### src/sjf_pkg.sv
// shared types and constants for the shortest-job-first scheduler
// no dependencies; used by every module of the block
package sjf_pkg;

    localparam int MAX_PROCS = 16;

    localparam int BURST_W = 16;
    localparam int ARR_W   = 16;
    localparam int ID_W    = 6;
    localparam int TIME_W  = 23;

    // table index and job count widths
    localparam int IDX_W = (MAX_PROCS > 1) ? $clog2(MAX_PROCS) : 1;
    localparam int CNT_W = $clog2(MAX_PROCS + 1);

    // front-to-back queue
    localparam int QUEUE_DEPTH = 2;
    localparam int QPTR_W      = 1;
    localparam int QCNT_W      = 2;

    // one loaded job as it travels from front to back
    typedef struct packed {
        logic [BURST_W-1:0] burst;
        logic [ARR_W-1:0]   arrival;
        logic [IDX_W-1:0]   idx;
        logic               last;
    } job_word_t;

    // back-end status seen at the top level
    typedef struct packed {
        logic loading;
        logic picking;
    } back_stat_t;

endpackage

### src/sjf_nonpreemptive_scheduler.sv
// top level of the non-preemptive shortest-job-first scheduler
// depends on sjf_pkg, sjf_front, sjf_queue and sjf_back
//
//  channel  | handshake          | word fields
//  ---------+--------------------+------------------------------------------------
//  input    | push / full        | burst_time, arrival_time, last_entry
//  result   | empty / pop        | job_id, job_burst, job_arrival, start_time,
//           |                    | finish_time, last_result
//
// an input word passes the front without delay into a two-word queue; the back
// moves one word per cycle from a non-empty queue into its job table while loading
// each result of a set of n jobs takes a scan of all n table entries, one entry
// per cycle, then a pick
// while a set is scheduled the queue fills and full holds off input; a stalled
// result holds in the result register and the pick waits; reset clears control
module sjf_nonpreemptive_scheduler (
    input  logic                        clk,
    input  logic                        rst_n,
    // input side
    input  logic                        push,
    output logic                        full,
    input  logic [sjf_pkg::BURST_W-1:0] burst_time,
    input  logic [sjf_pkg::ARR_W-1:0]   arrival_time,
    input  logic                        last_entry,
    // result side
    output logic                        empty,
    input  logic                        pop,
    output logic [sjf_pkg::ID_W-1:0]    job_id,
    output logic [sjf_pkg::BURST_W-1:0] job_burst,
    output logic [sjf_pkg::ARR_W-1:0]   job_arrival,
    output logic [sjf_pkg::TIME_W-1:0]  start_time,
    output logic [sjf_pkg::TIME_W-1:0]  finish_time,
    output logic                        last_result
);

    // front to queue
    logic               q_push;
    logic               q_full;
    sjf_pkg::job_word_t q_wr_word;
    // queue to back
    logic               q_pop;
    logic               q_empty;
    sjf_pkg::job_word_t q_rd_word;
    // back status
    sjf_pkg::back_stat_t back_stat;

    // numbers each word and flags the end of a set
    sjf_front u_front (
        .clk          (clk),
        .rst_n        (rst_n),
        .push         (push),
        .full         (full),
        .burst_time   (burst_time),
        .arrival_time (arrival_time),
        .last_entry   (last_entry),
        .q_full       (q_full),
        .q_push       (q_push),
        .q_word       (q_wr_word)
    );

    // decouples the input handshake from the scheduling back end
    sjf_queue u_queue (
        .clk     (clk),
        .rst_n   (rst_n),
        .wr_en   (q_push),
        .wr_word (q_wr_word),
        .full    (q_full),
        .rd_en   (q_pop),
        .rd_word (q_rd_word),
        .empty   (q_empty)
    );

    // job table, scan and result register
    sjf_back u_back (
        .clk         (clk),
        .rst_n       (rst_n),
        .q_empty     (q_empty),
        .q_word      (q_rd_word),
        .q_pop       (q_pop),
        .pop         (pop),
        .empty       (empty),
        .job_id      (job_id),
        .job_burst   (job_burst),
        .job_arrival (job_arrival),
        .start_time  (start_time),
        .finish_time (finish_time),
        .last_result (last_result),
        .stat        (back_stat)
    );

`ifndef SYNTH
    // the back only drains the queue while loading
    a_pop_only_loading : assert property (@(posedge clk) disable iff (!rst_n)
        q_pop |-> back_stat.loading)
        else $error("queue drained outside of loading");

    // a full queue is never empty
    a_queue_count : assert property (@(posedge clk) disable iff (!rst_n)
        q_full |-> !q_empty)
        else $error("queue full and empty at once");

    // a pick blocked by a waiting result stays pending
    a_pick_waits : assert property (@(posedge clk) disable iff (!rst_n)
        (back_stat.picking && !empty && !pop) |=> back_stat.picking)
        else $error("pick lost while result stalled");
`endif

endmodule

### src/sjf_front.sv
// front end: accepts job words, numbers them and marks the end of a set
// depends on sjf_pkg
module sjf_front (
    input  logic                       clk,
    input  logic                       rst_n,
    input  logic                       push,
    output logic                       full,
    input  logic [sjf_pkg::BURST_W-1:0] burst_time,
    input  logic [sjf_pkg::ARR_W-1:0]   arrival_time,
    input  logic                       last_entry,
    input  logic                       q_full,
    output logic                       q_push,
    output sjf_pkg::job_word_t         q_word
);

    logic [sjf_pkg::IDX_W-1:0] idx_reg;
    logic [sjf_pkg::IDX_W-1:0] idx_next;
    logic                      set_end;

    assign full    = q_full;
    assign q_push  = push && !q_full;
    // a set ends on the flagged word or on the word that fills the table
    assign set_end = last_entry ||
                     (idx_reg == sjf_pkg::IDX_W'(sjf_pkg::MAX_PROCS - 1));

    assign q_word.burst   = burst_time;
    assign q_word.arrival = arrival_time;
    assign q_word.idx     = idx_reg;
    assign q_word.last    = set_end;

    always_comb
    begin
        idx_next = idx_reg;
        if (q_push)
        begin
            idx_next = set_end ? '0 : idx_reg + sjf_pkg::IDX_W'(1);
        end
    end

    always_ff @(posedge clk or negedge rst_n)
    begin
        if (!rst_n)
        begin
            idx_reg <= '0;
        end
        else
        begin
            idx_reg <= idx_next;
        end
    end

endmodule

### src/sjf_queue.sv
// two-entry queue of job words between front and back
// depends on sjf_pkg
module sjf_queue (
    input  logic               clk,
    input  logic               rst_n,
    input  logic               wr_en,
    input  sjf_pkg::job_word_t wr_word,
    output logic               full,
    input  logic               rd_en,
    output sjf_pkg::job_word_t rd_word,
    output logic               empty
);

    sjf_pkg::job_word_t         slot_reg [sjf_pkg::QUEUE_DEPTH];
    logic [sjf_pkg::QPTR_W-1:0] wr_ptr_reg;
    logic [sjf_pkg::QPTR_W-1:0] rd_ptr_reg;
    logic [sjf_pkg::QCNT_W-1:0] cnt_reg;
    logic                       do_wr;
    logic                       do_rd;

    assign full    = (cnt_reg == sjf_pkg::QCNT_W'(sjf_pkg::QUEUE_DEPTH));
    assign empty   = (cnt_reg == '0);
    assign do_wr   = wr_en && !full;
    assign do_rd   = rd_en && !empty;
    assign rd_word = slot_reg[rd_ptr_reg];

    always_ff @(posedge clk)
    begin
        if (do_wr)
        begin
            slot_reg[wr_ptr_reg] <= wr_word;
        end
    end

    always_ff @(posedge clk or negedge rst_n)
    begin
        if (!rst_n)
        begin
            wr_ptr_reg <= '0;
            rd_ptr_reg <= '0;
            cnt_reg    <= '0;
        end
        else
        begin
            if (do_wr)
            begin
                wr_ptr_reg <= wr_ptr_reg + sjf_pkg::QPTR_W'(1);
            end
            if (do_rd)
            begin
                rd_ptr_reg <= rd_ptr_reg + sjf_pkg::QPTR_W'(1);
            end
            case ({do_wr, do_rd})
                2'b10:   cnt_reg <= cnt_reg + sjf_pkg::QCNT_W'(1);
                2'b01:   cnt_reg <= cnt_reg - sjf_pkg::QCNT_W'(1);
                default: cnt_reg <= cnt_reg;
            endcase
        end
    end

endmodule

### src/sjf_back.sv
// back end: job table, per-pick scan and result register
// depends on sjf_pkg
module sjf_back (
    input  logic                        clk,
    input  logic                        rst_n,
    input  logic                        q_empty,
    input  sjf_pkg::job_word_t          q_word,
    output logic                        q_pop,
    input  logic                        pop,
    output logic                        empty,
    output logic [sjf_pkg::ID_W-1:0]    job_id,
    output logic [sjf_pkg::BURST_W-1:0] job_burst,
    output logic [sjf_pkg::ARR_W-1:0]   job_arrival,
    output logic [sjf_pkg::TIME_W-1:0]  start_time,
    output logic [sjf_pkg::TIME_W-1:0]  finish_time,
    output logic                        last_result,
    output sjf_pkg::back_stat_t         stat
);

    typedef enum logic [1:0] {
        ST_LOAD,
        ST_SCAN,
        ST_PICK
    } state_t;

    state_t state_reg;

    // job table
    logic [sjf_pkg::BURST_W-1:0] burst_tbl_reg [sjf_pkg::MAX_PROCS];
    logic [sjf_pkg::ARR_W-1:0]   arr_tbl_reg   [sjf_pkg::MAX_PROCS];
    logic [sjf_pkg::MAX_PROCS-1:0] done_reg;

    logic [sjf_pkg::CNT_W-1:0]  n_reg;
    logic [sjf_pkg::CNT_W-1:0]  scan_cnt_reg;
    logic [sjf_pkg::CNT_W-1:0]  emit_cnt_reg;
    logic [sjf_pkg::TIME_W-1:0] elapsed_reg;

    // best arrived job at the current time
    logic                        any_found_reg;
    logic [sjf_pkg::BURST_W-1:0] best_burst_reg;
    logic [sjf_pkg::ARR_W-1:0]   best_arr_reg;
    logic [sjf_pkg::IDX_W-1:0]   best_id_reg;
    // best job among the earliest pending arrivals
    logic                        early_found_reg;
    logic [sjf_pkg::BURST_W-1:0] early_burst_reg;
    logic [sjf_pkg::ARR_W-1:0]   early_arr_reg;
    logic [sjf_pkg::IDX_W-1:0]   early_id_reg;

    // result register
    logic                        out_valid_reg;
    logic [sjf_pkg::IDX_W-1:0]   out_id_reg;
    logic [sjf_pkg::BURST_W-1:0] out_burst_reg;
    logic [sjf_pkg::ARR_W-1:0]   out_arr_reg;
    logic [sjf_pkg::TIME_W-1:0]  out_start_reg;
    logic [sjf_pkg::TIME_W-1:0]  out_finish_reg;
    logic                        out_last_reg;

    logic [sjf_pkg::IDX_W-1:0]   cur_idx;
    logic [sjf_pkg::BURST_W-1:0] cur_burst;
    logic [sjf_pkg::ARR_W-1:0]   cur_arr;
    logic                        cur_pend;
    logic                        cur_arrived;
    logic                        take_best;
    logic                        take_early;
    logic                        scan_step;
    logic                        scan_last;
    logic [sjf_pkg::BURST_W-1:0] pick_burst;
    logic [sjf_pkg::ARR_W-1:0]   pick_arr;
    logic [sjf_pkg::IDX_W-1:0]   pick_id;
    logic [sjf_pkg::TIME_W-1:0]  pick_start;
    logic [sjf_pkg::TIME_W-1:0]  pick_finish;
    logic                        pick_fire;
    logic                        pick_last;
    logic                        out_free;

    assign cur_idx     = scan_cnt_reg[sjf_pkg::IDX_W-1:0];
    assign cur_burst   = burst_tbl_reg[cur_idx];
    assign cur_arr     = arr_tbl_reg[cur_idx];
    assign cur_pend    = !done_reg[cur_idx];
    assign cur_arrived = cur_pend && (sjf_pkg::TIME_W'(cur_arr) <= elapsed_reg);

    // ties on burst go to the later id
    assign take_best  = cur_arrived && (!any_found_reg || cur_burst <= best_burst_reg);
    // earliest arrival first, then smallest burst, then later id
    assign take_early = cur_pend &&
                        (!early_found_reg || cur_arr < early_arr_reg ||
                         (cur_arr == early_arr_reg && cur_burst <= early_burst_reg));

    assign scan_step = (state_reg == ST_SCAN);
    assign scan_last = (scan_cnt_reg + sjf_pkg::CNT_W'(1)) == n_reg;

    // nothing arrived: time jumps to the earliest pending arrival
    assign pick_burst  = any_found_reg ? best_burst_reg : early_burst_reg;
    assign pick_arr    = any_found_reg ? best_arr_reg   : early_arr_reg;
    assign pick_id     = any_found_reg ? best_id_reg    : early_id_reg;
    assign pick_start  = any_found_reg ? elapsed_reg : sjf_pkg::TIME_W'(early_arr_reg);
    assign pick_finish = pick_start + sjf_pkg::TIME_W'(pick_burst);

    assign out_free  = !out_valid_reg || pop;
    assign pick_fire = (state_reg == ST_PICK) && out_free;
    assign pick_last = (emit_cnt_reg + sjf_pkg::CNT_W'(1)) == n_reg;
    assign q_pop     = (state_reg == ST_LOAD) && !q_empty;

    assign empty       = !out_valid_reg;
    assign job_id      = sjf_pkg::ID_W'(out_id_reg);
    assign job_burst   = out_burst_reg;
    assign job_arrival = out_arr_reg;
    assign start_time  = out_start_reg;
    assign finish_time = out_finish_reg;
    assign last_result = out_last_reg;

    assign stat.loading = (state_reg == ST_LOAD);
    assign stat.picking = (state_reg == ST_PICK);

    // payload: table, scan candidates, result
    always_ff @(posedge clk)
    begin
        if (q_pop)
        begin
            burst_tbl_reg[q_word.idx] <= q_word.burst;
            arr_tbl_reg[q_word.idx]   <= q_word.arrival;
        end
        if (scan_step && take_best)
        begin
            best_burst_reg <= cur_burst;
            best_arr_reg   <= cur_arr;
            best_id_reg    <= cur_idx;
        end
        if (scan_step && take_early)
        begin
            early_burst_reg <= cur_burst;
            early_arr_reg   <= cur_arr;
            early_id_reg    <= cur_idx;
        end
        if (pick_fire)
        begin
            out_id_reg     <= pick_id;
            out_burst_reg  <= pick_burst;
            out_arr_reg    <= pick_arr;
            out_start_reg  <= pick_start;
            out_finish_reg <= pick_finish;
            out_last_reg   <= pick_last;
        end
    end

    // control
    always_ff @(posedge clk or negedge rst_n)
    begin
        if (!rst_n)
        begin
            state_reg       <= ST_LOAD;
            done_reg        <= '0;
            n_reg           <= '0;
            scan_cnt_reg    <= '0;
            emit_cnt_reg    <= '0;
            elapsed_reg     <= '0;
            any_found_reg   <= 1'b0;
            early_found_reg <= 1'b0;
            out_valid_reg   <= 1'b0;
        end
        else
        begin
            // a new pick refills the result register in the cycle it is popped
            if (pick_fire)
            begin
                out_valid_reg <= 1'b1;
            end
            else if (pop && out_valid_reg)
            begin
                out_valid_reg <= 1'b0;
            end
            unique case (state_reg)
                ST_LOAD:
                begin
                    if (q_pop)
                    begin
                        done_reg[q_word.idx] <= 1'b0;
                        if (q_word.last)
                        begin
                            n_reg           <= sjf_pkg::CNT_W'(q_word.idx) +
                                               sjf_pkg::CNT_W'(1);
                            emit_cnt_reg    <= '0;
                            elapsed_reg     <= '0;
                            scan_cnt_reg    <= '0;
                            any_found_reg   <= 1'b0;
                            early_found_reg <= 1'b0;
                            state_reg       <= ST_SCAN;
                        end
                    end
                end
                ST_SCAN:
                begin
                    any_found_reg   <= any_found_reg || take_best;
                    early_found_reg <= early_found_reg || take_early;
                    scan_cnt_reg    <= scan_cnt_reg + sjf_pkg::CNT_W'(1);
                    if (scan_last)
                    begin
                        state_reg <= ST_PICK;
                    end
                end
                ST_PICK:
                begin
                    if (pick_fire)
                    begin
                        done_reg[pick_id] <= 1'b1;
                        emit_cnt_reg      <= emit_cnt_reg + sjf_pkg::CNT_W'(1);
                        scan_cnt_reg      <= '0;
                        any_found_reg     <= 1'b0;
                        early_found_reg   <= 1'b0;
                        if (pick_last)
                        begin
                            elapsed_reg <= '0;
                            state_reg   <= ST_LOAD;
                        end
                        else
                        begin
                            elapsed_reg <= pick_finish;
                            state_reg   <= ST_SCAN;
                        end
                    end
                end
                default:
                begin
                    state_reg <= ST_LOAD;
                end
            endcase
        end
    end

endmodule
### config.mk
export PLATFORM = sky130hd
export DESIGN_NAME = sjf_nonpreemptive_scheduler
export DESIGN_NICKNAME = d
export VERILOG_FILES = /design/src/sjf_pkg.sv /design/src/sjf_nonpreemptive_scheduler.sv /design/src/sjf_front.sv /design/src/sjf_queue.sv /design/src/sjf_back.sv
export SDC_FILE = /design/constraint.sdc
export NUM_CORES = 1
export LEC_CHECK = 0
export BUFFER_PORTS_ARGS = -buffer_cell sky130_fd_sc_hd__buf_2
export CAP_MARGIN = 20
export CORE_MARGIN = 1
export CORE_UTILIZATION = 56
export CTS_BUF_LIST = sky130_fd_sc_hd__clkbuf_2
export CTS_CLUSTER_DIAMETER = 100
export DETAILED_ROUTE_END_ITERATION = 8
export PLACE_DENSITY = 0.83
export RECOVER_POWER = 50
export SLEW_MARGIN = 20
export SYNTH_ARGS = -nofsm -noshare
export SYNTH_HDL_FRONTEND = slang
export SYNTH_SLANG_ARGS = --single-unit
### constraint.sdc
create_clock -name clk -period 8.3 [get_ports clk]
set_input_delay 0.83 -clock clk [delete_from_list [all_inputs] [get_ports clk]]
set_output_delay 0.83 -clock clk [all_outputs]
set_load 0.01 [all_outputs]
==> impl_metrics.yaml, run 1 <==
status:
  outcome: "complete, but fails checks"
  violations: "capacitance limit, slew limit"
sta:
  max_freq_mhz: 147
  tightest_slew_ps: 4050
  hold_viol_final: 0
  hold_ws_ps: 192
  rsz0062_at_grt: "false"
  slew_headroom_pct: -170
  fin_skew_ps: 127
  period_needed_ps: 6810
  report.final.slew_viol_count: 541
  tns_ps: 0
  setup-violations-final: 0
  layout_setup_ws_ps: 1490
  period_share_pct: 82.0
synth:
  synth_flop_cell: "edfxtp_1"
  synth-edff-count: 741
  synth_cell_types: 65
  syn-instance-count: 2059
  syn_avg_cell_area_um2: 16.2
  synth_area_um2: 33300
  yosys_warnings: 0
  yosysSeqAreaShare_pct: 71.8
  ys_seq_elements: 808
  async_flop_share_pct: 8.29
run:
  maxCapViolCount: 10
grt:
  grt_start_max_net_pins: 95
  antenna_found_initial: 3
  grt_first_pass_wirelength_mm: 113
  use_met3_pct: 6.17
  grt_util_met1_pct: 31.6
  grt_usage_pct: 25.2
  overflow: 0
  grt_pass1_vias: 20000
  met2_usage_pct: 41.4
  busiest_layer: "met2"
critical_path:
  crit_type: "reg -> reg"
  timing.critical_path.arrival_ps: 8040
  crit_path_end_kind: "register"
  rrSetupSlack_ps: 1490
  critPathMaxFanout: 94
  critPathLaunchType: "register"
  cp.required_ps: 9540
floorplan:
  die_w_um: 246
  floorplan.rows: 89
  die_area_um2: 60500
  initial_utilization_pct: 56.6
  io_pins: 124
  die_h_um: 246
  core-area_um2: 58900
routing:
  drt_iter0_drc: 1928
  num_vias: 19800
  drc: 0
  dr.pass1.iters: 5
  ant_nets: 0
  vias_per_cell: 6.01
  wl_mm: 75.1
  routedWlPerCell_um: 22.8
cells_and_area:
  drive_above_1_share_pct: 22.5
  fin_util_pct: 63.0
  num-nets-final: 2493
  syn_to_final_growth_pct: 11.3
clock_tree:
  clock_latency_ps: 1400
  cts_hold_buf: 42
  cts_resized: 0
  root_buffer: "clkbuf_2"
  cts_buffers: 189
  cts.sinks: 808
  htree_levels: 4
  cts_setup_buffers: 0
  cts_tree: "built"
  cts.clk_slew.worst_paths_ps: 110
  cts_buffer_depth: 3
placement:
  dp_slack_ps: 2590
  dpl.hpwl_mm: 45.4
  gp_congestion: 0.953
  port-buffer-count: 121
power_and_ir_drop:
  p_seq_share_pct: 42.3
  p_int_uw: 8850
  p_per_area_nw_per_um2: 395
  pwr-share-clk_pct: 16.7
  swShare_pct: 39.6
  total_leakage_power_uw: 0.0136
  power_frac_comb_pct: 41.0
  peakVddDrop_v: 0.000253
  p_sw_uw: 5810
min_path:
  hp-class: "in -> reg"
==> cells in the mapped netlist, types with 19 or more instances <==
cell type | number | area share [%]
edfxtp_1 | 741 | 67
nand2_1 | 180 | 2.0
o21ai_0 | 149 | 2.2
mux2i_1 | 108 | 3.2
ha_1 | 88 | 3.3
inv_1 | 79 | 0.89
a21oi_1 | 67 | 1.0
dfrtp_1 | 67 | 5.0
mux4_2 | 67 | 4.5
mux2_2 | 64 | 2.2
clkbuf_1 | 54 | 0.61
nor2_1 | 42 | 0.47
a221oi_1 | 35 | 0.92
a22oi_1 | 32 | 0.72
nand2b_1 | 25 | 0.47
a22o_1 | 23 | 0.60
xnor2_1 | 19 | 0.50
==> cell usage in the layout (no fill, tap or decap), types with 6 or more instances in the layout <==
master	instances
nand2b_1	25
buf_2	100
mux2_2	28
buf_4	26
nand4_1	18
nand2_1	180
xnor2_1	19
clkbuf_2	287
mux2_1	36
edfxtp_1	741
ha_1	88
nor3_1	11
o21a_1	9
a21oi_1	66
a22oi_1	32
dfrtp_1	65
a221oi_1	35
mux2i_1	108
inv_1	79
a21o_1	17
nor2_4	17
clkinv_1	32
nor2b_1	8
xor2_1	18
a22o_1	23
nor2_1	25
o21ai_0	149
and3_1	6
and2_1	7
clkinv_2	8
nand3_1	17
a31oi_1	7
mux4_2	67
a211oi_1	7
dlygate4sd3_1	42
clkbuf_1	29
==> layout make-up <==
| class | count | area [um^2] |
|---|---|---|
| Timing Repair Buffer | 201 | 1290 |
| Tap cell | 773 | 967 |
| Sequential cell | 808 | 23900 |
| Clock inverter | 52 | 245 |
| Fill cell | 4200 | 21800 |
| Clock buffer | 286 | 1430 |
| Multi-Input combinational cell | 1087 | 8950 |
| Inverter | 80 | 302 |
| Antenna cell | 2 | 5.00 |
==> layer usage <==
| metal | wire (um) | vias to the layer above |
|---|---|---|
| met5 | 0 | - |
| met4 | 2500 | 0 |
| met1 | 28900 | 9786 |
| met3 | 6870 | 175 |
| met2 | 36800 | 1032 |
| li1 | - | 8772 |
==> power by group through the flow <==
stage                     sequential (uW)  clock, uW  combinational, uW
after detailed placement             6270          0               5890
after global placement               6230          0               5690
after CTS                            6180       2510               5940
after global routing                 6260       2710               6510
after floorplan                      6140          0               4040
final                                6200       2450               6010
==> worst max-delay path: stages (launching register included) <==
cell and delay [ps]:
dfrtp_2 380, clkbuf_1 2610, o21ai_0 1260, ha_1 710
nand2_1 200, or4_4 580, a311o_1 440, o2111a_1 260
a211o_1 230
==> through the flow <==
stage	area [um^2]	total power [uW]	cells
after floorplan	33300	10200	2060
after global placement	35100	11900	2906
after detailed placement	35100	12200	2906
after CTS	37200	14600	3286
after global routing	37100	15500	3289
final	37100	14700	3289
==> cell families after synthesis <==
| group | share of synthesized area (%) |
|---|---|
| flops | 71.8 |
| xor+xnor | 1.11 |
| simple gates | 4.53 |
| compound gates | 7.35 |
| buf+inv | 1.94 |
| other cells | 0.0112 |
| mux | 9.93 |
| fa+ha+maj | 3.36 |
==> path summary, 6_finish.rpt <==
kind / start / end / depth (start not counted)
setup / recovery: u_back.any_found_reg$_DFFE_PN0P_ / u_back.elapsed_reg[21]$_DFFE_PN0P_ / 8
hold / removal: burst_time[9] / u_queue.slot_reg[0][30]$_DFFE_PP_ / 2
setup reg to reg: u_back.any_found_reg$_DFFE_PN0P_ / u_back.elapsed_reg[21]$_DFFE_PN0P_ / 8
hold reg to reg: u_queue.cnt_reg[1]$_DFFE_PN0P_ / u_queue.cnt_reg[1]$_DFFE_PN0P_ / 1
max in group asynchronous: rst_n / u_back.any_found_reg$_DFFE_PN0P_ / 3
min in group asynchronous: rst_n / u_back.elapsed_reg[21]$_DFFE_PN0P_ / 3
Note: power is estimated with default switching activity, not from simulation.
==> run 2, diff against run 1 <==
Settings changed: PLACE_DENSITY 0.83 to 0.86.
Clock period 8.3 ns to 6.1 ns, I/O delays scaled along.
==> run 2 against run 1 <==
  * Setup slack got worse by 820 ps
  * Global-route usage up 0.29 points
  * Clock skew shrank 37 ps
  * Largest power group unchanged
  * Register-to-register slack lost 820 ps
  * Non-clock buffer count rose by 44
  * The run still ends with capacitance limit, slew limit left
  * Sequential power is 37% higher
  * Critical path type unchanged
  * Sequential cell count unchanged
  * Clock power rose by 42%
  * Count of clock-buffer cells in the layout down 33
  * Sequential share of layout area shrank 0.96 points
==> impl_metrics.yaml, run 2 (synthesis gave the netlist of run 1 again) <==
routing:
  dr.max_layer_used: "met4"
  vias_per_cell: 5.98
  wl_met1_mm: 29.5
  drt_iter0_drc: 1984
  wl_mm: 75.8
  drc: 0
  wl_met2_mm: 37.2
  dr.pass1.iters: 7
  routedWlPerCell_um: 22.8
  num_vias: 19900
  ant_nets: 0
  wl_met3_mm: 6.77
critical_path:
  cp_top_family: "compound AO/OA/AOI/OAI gates"
  crit_path_top_delay_cell: "dfrtp_4"
  crit_path_end_kind: "register"
  crit_type: "reg -> reg"
  path_cells: "clkbuf_1 -> mux2i_1 -> a221oi_1 -> a22oi_1 -> nand2_1 -> ha_1 -> a21o_1 -> nand3_1 -> a211oi_1 -> a2111oi_0 -> a21oi_1 -> a211oi_4 -> buf_4"
  critPathMaxFanout: 45
  crit_path_max_incr_delay_ps: 1040
  critPathLaunchType: "register"
  timing.critical_path.arrival_ps: 6430
  crit_buf_inv: 2
  cp.required_ps: 7110
clock_tree:
  cts.sinks: 808
  cts_tree: "built"
  cts.clk_slew.worst_paths_ps: 110
  cts_resized: 0
  cts_setup_buffers: 0
  htree_levels: 4
  cts_buffer_depth: 3
  clock_latency_ps: 1400
  root_buffer: "clkbuf_2"
  cts_buffers: 183
sta:
  tightest_slew_ps: 3890
  rsz0062_at_grt: "false"
  tns_ps: 0
  max_freq_mhz: 184
  layout_setup_ws_ps: 676
  report.final.slew_viol_count: 268
  setup-violations-final: 0
  period_share_pct: 88.9
  period_needed_ps: 5420
  hold_viol_final: 0
  slew_headroom_pct: -159
  fin_skew_ps: 90.0
min_path:
  hp-class: "in -> reg"
status:
  violations: "capacitance limit, slew limit"
  outcome: "complete, but fails checks"
floorplan:
  die_h_um: 246
  io_pins: 124
  core-area_um2: 58900
  die_w_um: 246
  initial_utilization_pct: 56.6
  floorplan.rows: 89
  die_area_um2: 60500
placement:
  port-buffer-count: 121
  dp_slack_ps: 873
  dpl.hpwl_mm: 46.2
  gp_congestion: 0.897
grt:
  grt_start_max_net_pins: 78
  grt_usage_pct: 25.5
  antenna_found_initial: 1
  overflow: 0
  grt_pass1_vias: 20300
  grt_first_pass_wirelength_mm: 115
power_and_ir_drop:
  total_leakage_power_uw: 0.0139
  p_per_area_nw_per_um2: 535
  peakVddDrop_v: 0.000330
cells_and_area:
  final_common_cell: "edfxtp_1"
  syn_to_final_growth_pct: 13.0
  final_cell_mix: "741 x edfxtp_1, 253 x clkbuf_2, 180 x nand2_1"
  drive_above_1_share_pct: 22.7
  num-nets-final: 2531
run:
  maxCapViolCount: 5
-- run 2: path summary, 6_finish.rpt --
path | start | to | slack, ps | cells past startpoint
worst min-delay path | push | u_queue.wr_ptr_reg$_DFFE_PN0P_ | 430 | 4
worst min register to register | u_queue.cnt_reg[1]$_DFFE_PN0P_ | u_queue.cnt_reg[1]$_DFFE_PN0P_ | 520 | 1
worst max-delay path | u_back.scan_cnt_reg[0]$_DFFE_PN0P_ | u_back.early_arr_reg[4]$_DFFE_PP_ | 680 | 13
min in group asynchronous | rst_n | u_back.elapsed_reg[12]$_DFFE_PN0P_ | 1730 | 4
worst max register to register | u_back.scan_cnt_reg[0]$_DFFE_PN0P_ | u_back.early_arr_reg[4]$_DFFE_PP_ | 680 | 13
max in group asynchronous | rst_n | u_back.scan_cnt_reg[0]$_DFFE_PN0P_ | 1630 | 4
-- run 2: worst register-to-register path, delay by kind of cell (launching register included) --
family	cells	cell delay, ps
AOI/OAI and AO/OA	7	1900
adders and majority gates	1	290
DFF	1	1040
muxes	1	270
buffers and inverters	2	1230
and+or+nand+nor	2	330
-- run 2: timing repair --
item	4_1_cts	5_1_grt
hold buffers	73	0
hold endpoints to repair	158	0
endpoints found under the setup margin	0	0
-- run 2: report_power, final --
group / switching [uW] / internal [uW]
logic: 5310 / 2910
registers: 558 / 7930
clock network: 2100 / 1360
total: 7960 / 12200
-- run 2: cell type report --
class,instances,area (um^2)
Sequential cell,808,23900
Tap cell,773,967
Clock buffer,253,1270
Fill cell,4011,21200
Multi-Input combinational cell,1087,8960
Timing Repair Buffer,245,1760
Clock inverter,81,497
Antenna cell,2,5.00
Inverter,80,302
-- run 2: stage by stage --
step                      instance area, um^2  hold slack, ps  cells  total power, uW  util [%]
final                                   37700             427   3329            20200      64.0
after global routing                    37700             400   3329            21300      64.0
after CTS                               37700             225   3327            20200      64.0
after detailed placement                35200             496   2920            16700      59.8
after global placement                  35200             480   2920            16300      59.7
after floorplan                         33400             314   2060            13800         -
-- run 2: metal layers --
metal | vias up | GRT usage (%)
met5 | - | 0
met4 | 0 | 11.2
met3 | 182 | 5.53
met2 | 1069 | 41.9
met1 | 9824 | 32.9
li1 | 8834 | -
